**src/design/bcc_pkg.sv**
```systemverilog
`timescale 1ns / 1ps
`default_nettype none

package bcc_pkg;

    localparam int TIME_W  = 32;
    localparam int VOLT_W  = 17;
    localparam int CURR_W  = 16;
    localparam int POWER_W = 23;
    localparam int CHG_W   = 48;
    localparam int NRG_W   = 56;
    localparam int STEP_W  = 14;
    localparam int CMD_W   = 2;
    localparam int PHASE_W = 3;
    localparam int FAULT_W = 2;
    localparam int IDX_W   = 3;
    localparam int CFG_W   = 17;

    localparam logic [CMD_W-1:0] CMD_SAMPLE = 2'd0;
    localparam logic [CMD_W-1:0] CMD_START  = 2'd1;
    localparam logic [CMD_W-1:0] CMD_STOP   = 2'd2;

    localparam logic [PHASE_W-1:0] PH_IDLE  = 3'd0;
    localparam logic [PHASE_W-1:0] PH_CC    = 3'd1;
    localparam logic [PHASE_W-1:0] PH_CV    = 3'd2;
    localparam logic [PHASE_W-1:0] PH_FLOAT = 3'd3;
    localparam logic [PHASE_W-1:0] PH_DONE  = 3'd4;
    localparam logic [PHASE_W-1:0] PH_FAULT = 3'd5;

    localparam logic [FAULT_W-1:0] FAULT_NONE    = 2'd0;
    localparam logic [FAULT_W-1:0] FAULT_OV      = 2'd1;
    localparam logic [FAULT_W-1:0] FAULT_TIMEOUT = 2'd2;

    localparam logic [IDX_W-1:0] REG_CV_THRESHOLD = 3'd0;
    localparam logic [IDX_W-1:0] REG_CUTOFF       = 3'd1;
    localparam logic [IDX_W-1:0] REG_OV_LIMIT     = 3'd2;
    localparam logic [IDX_W-1:0] REG_MAX_TIME     = 3'd3;
    localparam logic [IDX_W-1:0] REG_CCCV_MODE    = 3'd4;
    localparam logic [IDX_W-1:0] REG_HAS_FLOAT    = 3'd5;
    localparam logic [IDX_W-1:0] REG_DV_THRESHOLD = 3'd6;

    localparam logic [TIME_W-1:0] STEP_LIMIT_MS = 32'd10000;
    localparam logic [TIME_W-1:0] WARMUP_MS     = 32'd60000;
    localparam logic [TIME_W-1:0] MS_PER_MIN    = 32'd60000;
    localparam logic [VOLT_W-1:0] MIN_VALID_MV  = 17'd100;

    localparam logic [VOLT_W-1:0] VOLT_ONES = {VOLT_W{1'b1}};
    localparam logic [CHG_W-1:0]  CHG_ONES  = {CHG_W{1'b1}};
    localparam logic [NRG_W-1:0]  NRG_ONES  = {NRG_W{1'b1}};

    typedef struct packed {
        logic [VOLT_W-1:0] cv_threshold_mv;
        logic [CURR_W-1:0] cutoff_current_ma;
        logic [VOLT_W-1:0] overvoltage_limit_mv;
        logic [TIME_W-1:0] timeout_ms;
        logic              cccv_mode;
        logic              has_float;
        logic [VOLT_W-1:0] dv_threshold_mv;
    } cfg_t;

    typedef struct packed {
        logic [CMD_W-1:0]   command;
        logic [TIME_W-1:0]  time_ms;
        logic [VOLT_W-1:0]  voltage_mv;
        logic [CURR_W-1:0]  current_ma;
        logic [POWER_W-1:0] power_mw;
    } item_t;

    typedef struct packed {
        logic [PHASE_W-1:0] charge_state;
        logic [FAULT_W-1:0] fault_code;
        logic               output_on;
        logic               float_setpoints;
        logic               phase_changed;
        logic [TIME_W-1:0]  elapsed_ms;
        logic [CHG_W-1:0]   charge_mams;
        logic [NRG_W-1:0]   energy_mwms;
        logic [VOLT_W-1:0]  peak_voltage_mv;
        logic [CURR_W-1:0]  peak_current_ma;
        logic [VOLT_W-1:0]  min_voltage_mv;
    } result_t;

endpackage

`default_nettype wire

```
**src/design/bcc_cfg_regs.sv**
```systemverilog
`timescale 1ns / 1ps
`default_nettype none

module bcc_cfg_regs (
    input  wire logic                     aclk,
    input  wire logic                     aresetn,
    input  wire logic                     cfg_valid,
    input  wire logic [bcc_pkg::IDX_W-1:0] cfg_index,
    input  wire logic [bcc_pkg::CFG_W-1:0] cfg_data,
    output bcc_pkg::cfg_t                 cfg
);
    import bcc_pkg::*;

    cfg_t cfg_reg;
    cfg_t cfg_next;

    always_comb begin
        cfg_next = cfg_reg;
        if (cfg_valid) begin
            case (cfg_index)
                REG_CV_THRESHOLD: cfg_next.cv_threshold_mv = cfg_data[VOLT_W-1:0];
                REG_CUTOFF:       cfg_next.cutoff_current_ma = cfg_data[CURR_W-1:0];
                REG_OV_LIMIT:     cfg_next.overvoltage_limit_mv = cfg_data[VOLT_W-1:0];
                REG_MAX_TIME: begin
                    // keep the limit in ms
                    cfg_next.timeout_ms = TIME_W'(cfg_data[CURR_W-1:0]) * MS_PER_MIN;
                end
                REG_CCCV_MODE:    cfg_next.cccv_mode = cfg_data[0];
                REG_HAS_FLOAT:    cfg_next.has_float = cfg_data[0];
                REG_DV_THRESHOLD: cfg_next.dv_threshold_mv = cfg_data[VOLT_W-1:0];
                default: ;
            endcase
        end
    end

    always_ff @(posedge aclk) begin
        if (!aresetn) begin
            cfg_reg.cv_threshold_mv      <= 17'd4150;
            cfg_reg.cutoff_current_ma    <= '0;
            cfg_reg.overvoltage_limit_mv <= VOLT_ONES;
            cfg_reg.timeout_ms           <= 32'd10800000;
            cfg_reg.cccv_mode            <= 1'b1;
            cfg_reg.has_float            <= 1'b0;
            cfg_reg.dv_threshold_mv      <= '0;
        end else begin
            cfg_reg <= cfg_next;
        end
    end

    assign cfg = cfg_reg;

endmodule

`default_nettype wire

```
**src/design/bcc_engine.sv**
```systemverilog
`timescale 1ns / 1ps
`default_nettype none

module bcc_engine (
    input  wire logic    aclk,
    input  wire logic    aresetn,
    input  wire logic    advance,
    input  wire bcc_pkg::item_t item,
    input  wire bcc_pkg::cfg_t  cfg,
    output bcc_pkg::result_t res
);
    import bcc_pkg::*;

    logic [PHASE_W-1:0] phase_reg, phase_next;
    logic [FAULT_W-1:0] fault_reg, fault_next;
    logic               first_reg, first_next;
    logic               out_en_reg, out_en_next;
    logic               float_reg, float_next;
    logic [TIME_W-1:0]  start_reg, start_next;
    logic [TIME_W-1:0]  last_reg, last_next;
    logic [CHG_W-1:0]   charge_reg, charge_next;
    logic [NRG_W-1:0]   energy_reg, energy_next;
    logic [VOLT_W-1:0]  max_volt_reg, max_volt_next;
    logic [CURR_W-1:0]  max_curr_reg, max_curr_next;
    logic [VOLT_W-1:0]  min_volt_reg, min_volt_next;
    logic [VOLT_W-1:0]  dv_peak_reg, dv_peak_next;

    logic [TIME_W-1:0]         st, lt, dt_full, run_ms;
    logic                      step_ok, run_neg, active;
    logic [STEP_W-1:0]         dt;
    logic [CURR_W+STEP_W-1:0]  prod_c;
    logic [POWER_W+STEP_W-1:0] prod_e;
    logic [CHG_W:0]            sum_c;
    logic [NRG_W:0]            sum_e;
    logic [VOLT_W-1:0]         v, dv_drop;
    logic [CURR_W-1:0]         i;
    logic [TIME_W-1:0]         t;

    assign t = item.time_ms;
    assign v = item.voltage_mv;
    assign i = item.current_ma;

    assign active  = (phase_reg == PH_CC) || (phase_reg == PH_CV) || (phase_reg == PH_FLOAT);
    assign st      = first_reg ? t : start_reg;
    assign lt      = first_reg ? t : last_reg;
    assign dt_full = t - lt;
    assign step_ok = (t > lt) && (dt_full < STEP_LIMIT_MS);
    assign dt      = dt_full[STEP_W-1:0];
    assign prod_c  = (CURR_W+STEP_W)'(i) * (CURR_W+STEP_W)'(dt);
    assign prod_e  = (POWER_W+STEP_W)'(item.power_mw) * (POWER_W+STEP_W)'(dt);
    assign sum_c   = {1'b0, charge_reg} + (CHG_W+1)'(prod_c);
    assign sum_e   = {1'b0, energy_reg} + (NRG_W+1)'(prod_e);
    assign run_neg = t < st;
    assign run_ms  = t - st;
    assign dv_drop = dv_peak_reg - v;

    always_comb begin
        phase_next    = phase_reg;
        fault_next    = fault_reg;
        first_next    = first_reg;
        out_en_next   = out_en_reg;
        float_next    = float_reg;
        start_next    = start_reg;
        last_next     = last_reg;
        charge_next   = charge_reg;
        energy_next   = energy_reg;
        max_volt_next = max_volt_reg;
        max_curr_next = max_curr_reg;
        min_volt_next = min_volt_reg;
        dv_peak_next  = dv_peak_reg;
        case (item.command)
            CMD_START: begin
                phase_next    = PH_CC;
                fault_next    = FAULT_NONE;
                first_next    = 1'b1;
                out_en_next   = 1'b1;
                float_next    = 1'b0;
                start_next    = '0;
                last_next     = '0;
                charge_next   = '0;
                energy_next   = '0;
                max_volt_next = '0;
                max_curr_next = '0;
                min_volt_next = VOLT_ONES;
                dv_peak_next  = '0;
            end
            CMD_STOP: begin
                if (phase_reg != PH_IDLE) begin
                    phase_next  = PH_IDLE;
                    fault_next  = FAULT_NONE;
                    out_en_next = 1'b0;
                end
            end
            CMD_SAMPLE: begin
                if (active) begin
                    first_next = 1'b0;
                    start_next = st;
                    last_next  = t;
                    if (step_ok) begin
                        charge_next = (sum_c >= (CHG_W+1)'(CHG_ONES)) ? CHG_ONES
                                                                       : sum_c[CHG_W-1:0];
                        energy_next = (sum_e >= (NRG_W+1)'(NRG_ONES)) ? NRG_ONES
                                                                       : sum_e[NRG_W-1:0];
                    end
                    if (v > max_volt_reg) max_volt_next = v;
                    if (i > max_curr_reg) max_curr_next = i;
                    if (v < min_volt_reg && v > MIN_VALID_MV) min_volt_next = v;
                    if (v > cfg.overvoltage_limit_mv) begin
                        phase_next  = PH_FAULT;
                        fault_next  = FAULT_OV;
                        out_en_next = 1'b0;
                    end else if (!run_neg && run_ms > cfg.timeout_ms) begin
                        phase_next  = PH_FAULT;
                        fault_next  = FAULT_TIMEOUT;
                        out_en_next = 1'b0;
                    end else if (cfg.cccv_mode) begin
                        if (phase_reg == PH_CC) begin
                            if (v >= cfg.cv_threshold_mv) phase_next = PH_CV;
                        end else if (phase_reg == PH_CV) begin
                            if (cfg.cutoff_current_ma != '0 && i <= cfg.cutoff_current_ma) begin
                                if (cfg.has_float) begin
                                    phase_next = PH_FLOAT;
                                    float_next = 1'b1;
                                end else begin
                                    phase_next  = PH_DONE;
                                    out_en_next = 1'b0;
                                end
                            end
                        end
                    end else if (phase_reg == PH_CC) begin
                        if (run_neg || run_ms < WARMUP_MS) begin
                            dv_peak_next = v;
                        end else if (v > dv_peak_reg) begin
                            dv_peak_next = v;
                        end else if (cfg.dv_threshold_mv != '0 &&
                                     dv_drop >= cfg.dv_threshold_mv) begin
                            phase_next  = PH_DONE;
                            out_en_next = 1'b0;
                        end
                    end
                end
            end
            default: ;
        endcase
    end

    always_ff @(posedge aclk) begin
        if (!aresetn) begin
            phase_reg    <= PH_IDLE;
            fault_reg    <= FAULT_NONE;
            first_reg    <= 1'b1;
            out_en_reg   <= 1'b0;
            float_reg    <= 1'b0;
            start_reg    <= '0;
            last_reg     <= '0;
            charge_reg   <= '0;
            energy_reg   <= '0;
            max_volt_reg <= '0;
            max_curr_reg <= '0;
            min_volt_reg <= VOLT_ONES;
            dv_peak_reg  <= '0;
        end else if (advance) begin
            phase_reg    <= phase_next;
            fault_reg    <= fault_next;
            first_reg    <= first_next;
            out_en_reg   <= out_en_next;
            float_reg    <= float_next;
            start_reg    <= start_next;
            last_reg     <= last_next;
            charge_reg   <= charge_next;
            energy_reg   <= energy_next;
            max_volt_reg <= max_volt_next;
            max_curr_reg <= max_curr_next;
            min_volt_reg <= min_volt_next;
            dv_peak_reg  <= dv_peak_next;
        end
    end

    always_comb begin
        res.charge_state    = phase_next;
        res.fault_code      = fault_next;
        res.output_on       = out_en_next;
        res.float_setpoints = float_next;
        res.phase_changed   = (phase_next != phase_reg);
        res.elapsed_ms      = (phase_next != PH_IDLE && last_next >= start_next)
                              ? (last_next - start_next) : '0;
        res.charge_mams     = charge_next;
        res.energy_mwms     = energy_next;
        res.peak_voltage_mv = max_volt_next;
        res.peak_current_ma = max_curr_next;
        res.min_voltage_mv  = min_volt_next;
    end

endmodule

`default_nettype wire

```
**src/design/battery_charge_controller_unit.sv**
```systemverilog
`timescale 1ns / 1ps
`default_nettype none

// Channel   Direction  Handshake             Payload
// s_        in         s_tvalid / s_tready   s_tuser command, s_tdata sample
// m_        out        m_tvalid / m_tready   m_tdata status and statistics
// cfg_      in         cfg_valid / cfg_ready cfg_index, cfg_data
//
// One request per cycle unless m_tready stalls; m_tvalid rises when the input register advances.
// The input register feeds the charge state update, whose result is registered
// on the same edge that commits the new state.
// Synchronous active-low reset returns the sequencer to idle with reset settings.
// A stalled result holds the input register; s_tready drops only when both stages are full.

module battery_charge_controller_unit (
    input  wire logic                     aclk,
    input  wire logic                     aresetn,
    input  wire logic                     s_tvalid,
    output      logic                     s_tready,
    // time_ms[31:0], voltage_mv[48:32], current_ma[64:49], power_mw[87:65]
    input  wire logic [87:0]              s_tdata,
    // command[1:0]
    input  wire logic [1:0]               s_tuser,
    output      logic                     m_tvalid,
    input  wire logic                     m_tready,
    // charge_state[2:0], fault_code[4:3], output_on[5], float_setpoints[6],
    // phase_changed[7], elapsed_ms[39:8], charge_mams[87:40], energy_mwms[143:88],
    // peak_voltage_mv[160:144], peak_current_ma[176:161], min_voltage_mv[193:177],
    // zero fill[199:194]
    output      logic [199:0]             m_tdata,
    input  wire logic                     cfg_valid,
    output      logic                     cfg_ready,
    input  wire logic [bcc_pkg::IDX_W-1:0] cfg_index,
    input  wire logic [bcc_pkg::CFG_W-1:0] cfg_data
);
    import bcc_pkg::*;

    cfg_t    cfg;
    item_t   item_reg, item_next;
    result_t res;
    result_t res_reg;
    logic    in_vld_reg, in_vld_next;
    logic    m_vld_reg, m_vld_next;
    logic    advance, s_fire;

    assign cfg_ready = 1'b1;
    assign advance   = in_vld_reg && (!m_vld_reg || m_tready);
    assign s_tready  = !in_vld_reg || advance;
    assign s_fire    = s_tvalid && s_tready;

    bcc_cfg_regs u_cfg (
        .aclk      (aclk),
        .aresetn   (aresetn),
        .cfg_valid (cfg_valid && cfg_ready),
        .cfg_index (cfg_index),
        .cfg_data  (cfg_data),
        .cfg       (cfg)
    );

    bcc_engine u_engine (
        .aclk    (aclk),
        .aresetn (aresetn),
        .advance (advance),
        .item    (item_reg),
        .cfg     (cfg),
        .res     (res)
    );

    always_comb begin
        item_next            = item_reg;
        in_vld_next          = in_vld_reg;
        if (advance) in_vld_next = 1'b0;
        if (s_fire) begin
            item_next.command    = s_tuser;
            item_next.time_ms    = s_tdata[31:0];
            item_next.voltage_mv = s_tdata[48:32];
            item_next.current_ma = s_tdata[64:49];
            item_next.power_mw   = s_tdata[87:65];
            in_vld_next          = 1'b1;
        end
        m_vld_next = m_vld_reg;
        if (m_tready) m_vld_next = 1'b0;
        if (advance) m_vld_next = 1'b1;
    end

    always_ff @(posedge aclk) begin
        if (!aresetn) begin
            in_vld_reg <= 1'b0;
            m_vld_reg  <= 1'b0;
        end else begin
            in_vld_reg <= in_vld_next;
            m_vld_reg  <= m_vld_next;
        end
    end

    always_ff @(posedge aclk) begin
        item_reg <= item_next;
        if (advance) res_reg <= res;
    end

    assign m_tvalid = m_vld_reg;
    assign m_tdata  = {6'd0, res_reg.min_voltage_mv, res_reg.peak_current_ma,
                       res_reg.peak_voltage_mv, res_reg.energy_mwms, res_reg.charge_mams,
                       res_reg.elapsed_ms, res_reg.phase_changed, res_reg.float_setpoints,
                       res_reg.output_on, res_reg.fault_code, res_reg.charge_state};

    a_output_on_active: assert property (@(posedge aclk) disable iff (!aresetn)
        m_vld_reg && res_reg.output_on |->
            (res_reg.charge_state == PH_CC || res_reg.charge_state == PH_CV ||
             res_reg.charge_state == PH_FLOAT))
        else $error("output enabled outside an active charge phase");

    a_fault_matches_phase: assert property (@(posedge aclk) disable iff (!aresetn)
        m_vld_reg |-> ((res_reg.fault_code != FAULT_NONE) ==
                       (res_reg.charge_state == PH_FAULT)))
        else $error("fault code disagrees with charge state");

    a_float_phase: assert property (@(posedge aclk) disable iff (!aresetn)
        m_vld_reg && res_reg.float_setpoints |->
            (res_reg.charge_state == PH_FLOAT || res_reg.charge_state == PH_IDLE ||
             res_reg.charge_state == PH_FAULT))
        else $error("float setpoints in force in a charge phase");

    a_stall_only_when_full: assert property (@(posedge aclk) disable iff (!aresetn)
        !s_tready |-> (in_vld_reg && m_vld_reg && !m_tready))
        else $error("input stalled while a stage is free");

endmodule

`default_nettype wire

```
**config.mk**
```make
export PLATFORM = sky130hd
export DESIGN_NAME = battery_charge_controller_unit
export DESIGN_NICKNAME = d
export VERILOG_FILES = /design/src/design/bcc_pkg.sv /design/src/design/bcc_cfg_regs.sv /design/src/design/bcc_engine.sv /design/src/design/battery_charge_controller_unit.sv
export SDC_FILE = /design/constraint.sdc
export NUM_CORES = 2
export LEC_CHECK = 0
export BUFFER_PORTS_ARGS = -buffer_cell sky130_fd_sc_hd__buf_2
export CAP_MARGIN = 10
export CELL_PAD_IN_SITES_DETAIL_PLACEMENT = 1
export CELL_PAD_IN_SITES_GLOBAL_PLACEMENT = 2
export CORE_ASPECT_RATIO = 1.25
export CORE_MARGIN = 2
export CORE_UTILIZATION = 35
export DETAILED_ROUTE_END_ITERATION = 6
export GPL_TIMING_DRIVEN = 0
export PLACE_DENSITY = 0.81
export SETUP_SLACK_MARGIN = 0.3
export SYNTH_ARGS = -nofsm -noshare
export SYNTH_HDL_FRONTEND = slang
export SYNTH_SLANG_ARGS = --single-unit
```
**constraint.sdc**
```tcl
create_clock -name aclk -period 33.4 [get_ports aclk]
set_input_delay 3.34 -clock aclk [delete_from_list [all_inputs] [get_ports aclk]]
set_output_delay 3.34 -clock aclk [all_outputs]
set_load 0.02 [all_outputs]
```
* Yosys cells after proc, flatten, opt, wreduce, memory -nomap -nowiden
Index checks and enable logic that the tools add are counted.
** Storage, ports and cells
- Output and inout bits :: 203
- Register bits :: 625
- Input bits :: 115
** Cells by class
- Multiply operators :: 3
- Muxes and demuxes :: 80
- Add/sub/neg operators :: 6
- Equal/unequal tests :: 18
- Order comparisons :: 17
- Reduce and logical (&&, ||, !) cells :: 34
** Operator list (number)
- two-way mux 17 bit :: 11
- two-way mux 56 bit :: 3
- two-way mux 48 bit :: 3
- two-way mux 32 bit :: 4
- case mux 32 bit (2 select lines) :: 2
- case mux 56 bit (2 select lines) :: 1
- case mux 17 bit (2 select lines) :: 3
- case mux 48 bit (2 select lines) :: 1
- subtractor 32 bit :: 3
- > comparator 32 bit :: 2
- adder 56 x 37 -> 57 bit :: 1
- >= comparator 57 x 56 -> 1 bit, second input constant :: 1
- > comparator 17 bit :: 3
- adder 48 x 30 -> 49 bit :: 1
- >= comparator 49 x 48 -> 1 bit, second input constant :: 1
- two-way mux 3 bit :: 14
- multiplier 23 x 14 -> 37 bit :: 1
- >= comparator 17 bit :: 2
- >= comparator 32 bit :: 1
- < comparator 32 x 14 -> 1 bit, second input constant :: 1
- < comparator 32 x 16 -> 1 bit, second input constant :: 1
- < comparator 32 bit :: 1
- two-way mux 16 bit :: 2
- case mux 16 bit (2 select lines) :: 1
- other kinds (34) :: 94

* Depth between registers and ports, before layout
- Depth after elaboration :: 14
- Mapped depth :: 41
- Gate-level depth less buffers :: 35

* Hierarchy
Synthesis repeated with hierarchy kept, for this count alone.
** Unflattened totals
- Cells, all modules :: 6886
- Area total of the unflattened synthesis :: 61437.7 µm²
** By module, submodules not included
- bcc_engine :: area each 45798.9 µm², instances 1, sequential area each 4864.7 µm², cells an instance 5809
- battery_charge_controller_unit :: area each 8692.1 µm², instances 1, sequential area each 8568.2 µm², cells an instance 302
- bcc_cfg_regs :: area each 6946.7 µm², instances 1, sequential area each 1921.8 µm², cells an instance 775

* Worst setup path before layout
No wires, ideal clock.
- Kind :: reg-to-reg
- Start :: register u_engine.first_reg
- End :: register res_reg (netlist bit m_tdata[78]) (data pin)
- Cell stages (with the launch flop) :: 40
- Data arrival time :: 10788 ps
- Path buffers :: 10
- Setup time :: 256 ps
- Setup slack :: 22357 ps
- Cells stage by stage :: dfxtp_1 clkbuf_1 clkbuf_1 buf_1 mux2i_1 ha_1 buf_6 a2111o_1 a311o_1 a41oi_1 o21ai_0 xor2_1 clkbuf_1 clkbuf_1 nand2_1 fa_1 fa_1 inv_1 (+4 left out) fa_1 inv_1 ha_1 clkbuf_1 nand2_1 o211a_1 a211oi_1 o211ai_1 a21oi_1 or2_2 clkbuf_1 and3_1 clkbuf_1 xnor2_1 a41oi_1 clkbuf_1 nand3_1 a31o_2
** RTL lines
- start: declaration :: RTL line bcc_engine.sv:16 : logic first_reg, first_next;
- start signal: assignment :: RTL line bcc_engine.sv:165 : first_reg <= first_next;
- end signal: assignment :: RTL line battery_charge_controller_unit.sv:98 : if (advance) res_reg <= res;
- end: declaration :: RTL line battery_charge_controller_unit.sv:41 : result_t res_reg;

==> impl_metrics.yaml <==
logic_synthesis:
  synth_edf_count: 284
  synth_cell_type_count: 101
  syn-cell-area_um2: 60700
  yosys_most_used_dff: "dfxtp_1"
  yosysWarnings: 0
  synth_area_leaders: "fa_1 18%, edfxtp_1 14%, dfxtp_1 11%, ha_1 11%, inv_1 5.4%"
  syn_inst: 6785
  synthArstFlopShare_pct: 0
  synth_top_cell_area_share_pct: 18.0
  synth.largest_area_cell: "fa_1"
  ys_seq_area_share_pct: 25.3
  syn_avg_cell_area_um2: 8.94
  synth_seq_cells: 625
cells_and_area:
  final_common_cell: "inv_1"
  fill_cells: 20264
  area_growth_pct: 12.2
  final_cell_mix: "875 x inv_1, 748 x nand2_1, 546 x fa_1, 533 x ha_1, 426 x nor2_1"
  ff_latch_area_um2: 15400
  drive_above_1_share_pct: 8.05
  largest_reg_flops: 194
  multi_input_area_um2: 40600
  final_nets: 8386
drt:
  wl_mm: 244
  vias: 53623
  antenna_left: 0
  first_pass_iters: 5
  drc: 0
  via_per_inst: 5.64
  drtIter0Drc: 3299
  wl_per_cell_um: 25.7
timing:
  finalCritPeriodShare_pct: 46.3
  hold_viol: 0
  tns_ns: 0
  rsz0062_at_grt: "false"
  worst_pin_slew_ns: 1.36
  max_freq_ghz: 0.0646
  slew_headroom_pct: 8.71
  clock_skew_ns: 0.0898
  setup_viol: 0
  finalMaxSlewViolations: 0
  fin_crit_ns: 15.48
floorplanning:
  rows: 170
  initial_utilization_pct: 35.3
  die-area_um2: 177000
  core_area_um2: 172000
  fp.dieW_um: 376
  ios: 318
  die_h_um: 469
critical_path:
  crit_path_max_fanout: 10
  path_depth: 37
  crit_type: "reg2reg"
  cpMaxStageDelayCell: "clkbuf_1"
  crit_end: "m_tdata[116]"
  crit_path_start_kind: "flop"
  crit_arrival_ns: 15.94
  required_ns: 33.86
  reg2reg_depth: 37
  cp_top_family: "compound AO/OA/AOI/OAI gates"
  cpPeakStageDelay_ns: 0.73
  cp.buffers_inverters: 10
  end_kind: "flop"
  critPathLaunch: "u_engine.first_reg"
  r2r-start: "u_engine.first_reg"
  worstReg2RegEnd: "m_tdata[116]"
  r2r_setup_slack_ns: 17.92
global_routing:
  grt_pass1_vias: 57237
  antenna_found_initial: 18
  grt_pass1_wl_mm: 366
  gr-total-overflow: 0
  track_usage_pct: 27.4
  grt_max_degree: 53
cts:
  cts_resized: 0
  cts-root-buf: "clkbuf_16"
  path_clk_slew_ns: 0.06
  cts_tree: "yes"
  cts.sinks: 625
  postCtsSetupRepairBufs: 0
  postCtsHoldBufs: 0
  cts-htree-levels: 3
  clock_latency_ns: 0.76
  cts_buffers: 79
  clockBufferDepth: 3
place:
  place_hpwl_mm: 201
  port_buffers: 309
  place.gp.congestion: 0.947
hold_path:
  worstHoldPathType: "reg2reg"
  holdPathStages: 2
status:
  outcome: "completed"
job:
  cap_violations: 0
## kinds of logic (layout without fill, tap and decap cells)
| kind of cell | count (synthesis) | in the layout | synth area share (%) |
|---|---|---|---|
| xor+xnor | 166 | 166 | 2.40 |
| simple gates | 2067 | 2067 | 16.4 |
| mux | 82 | 82 | 1.41 |
| compound gates | 1526 | 1526 | 17.7 |
| other cells | 2 | 14 | 0.0124 |
| buf+inv | 1238 | 1705 | 7.80 |
| flops | 625 | 625 | 25.3 |
| fa+ha+maj | 1079 | 1079 | 29.0 |
## worst reg2reg max path, delay by kind of cell, from the launching register on
family          cells  cell delay (ns)
buf+inv            10             4.26
compound gates     10             4.25
fa+ha+maj           8             3.82
simple gates        7             1.94
xor+xnor            2             0.59
flops               1             0.37
## Yosys cell counts, types with 55 or more instances
| library cell | n |
|---|---|
| inv_1 | 875 |
| nand2_1 | 748 |
| fa_1 | 546 |
| ha_1 | 533 |
| nor2_1 | 426 |
| dfxtp_1 | 341 |
| a21oi_1 | 316 |
| clkbuf_1 | 306 |
| edfxtp_1 | 284 |
| and2_1 | 214 |
| o21ai_0 | 200 |
| a22o_1 | 158 |
| a21o_1 | 118 |
| nand3_1 | 114 |
| nor3_1 | 107 |
| a22oi_1 | 106 |
| xnor2_1 | 97 |
| nand4_1 | 89 |
| o211ai_1 | 74 |
| a211oi_1 | 69 |
| xor2_1 | 69 |
| o21a_1 | 68 |
| nand2b_1 | 67 |
| nor2b_1 | 57 |
| mux2i_1 | 55 |
| nor4_1 | 55 |
## per-layer routing
metal | track usage [%] | up-vias | share of wire, %
met5 | 0 | - | 0.011
met1 | 34.2 | 27467 | 42
li1 | - | 24233 | -
met3 | 3.66 | 428 | 5.1
met2 | 46.7 | 1491 | 48
met4 | 12.4 | 4 | 4.9
## through the flow
stage / instances / utilization, % / hold WS [ns] / setup WS, ns / cell area, um2
global placement: 9335 / 37.8 / 0.444 / 17.74 / 65000
floorplan: 6790 / - / 0.432 / 22.36 / 60700
global route: 9494 / 39.6 / 0.489 / 17.38 / 68000
finish: 9500 / 39.6 / 0.458 / 17.92 / 68100
detailed placement: 9346 / 38.0 / 0.448 / 17.90 / 65200
CTS: 9492 / 39.6 / 0.457 / 17.84 / 68000
## cell type report
type                            instances  area share [%]
Antenna cell                            7          0.0257
Buffer                                363            2.13
Sequential cell                       625            22.6
Tap cell                             2236            4.11
Timing Repair Buffer                  321            2.57
Inverter                              875            4.83
Clock buffer                           96            3.13
Multi-Input combinational cell       4927            59.7
Clock inverter                         50           0.965
## worst min-delay path by stage
stage	start	endpoint	slack (ns)
detailed placement	u_cfg.cfg[93]	u_cfg.cfg[93]	0.45
CTS	u_cfg.cfg[93]	u_cfg.cfg[93]	0.46
finish	u_cfg.cfg[93]	u_cfg.cfg[93]	0.46
global placement	u_cfg.cfg[31]	u_cfg.cfg[31]	0.44
global route	u_cfg.cfg[35]	u_cfg.cfg[35]	0.49
floorplan	u_cfg.cfg[31]	u_cfg.cfg[31]	0.43
Power is not shown: default switching activity piles up to over one toggle a cycle in this logic, so the estimate is an artifact.
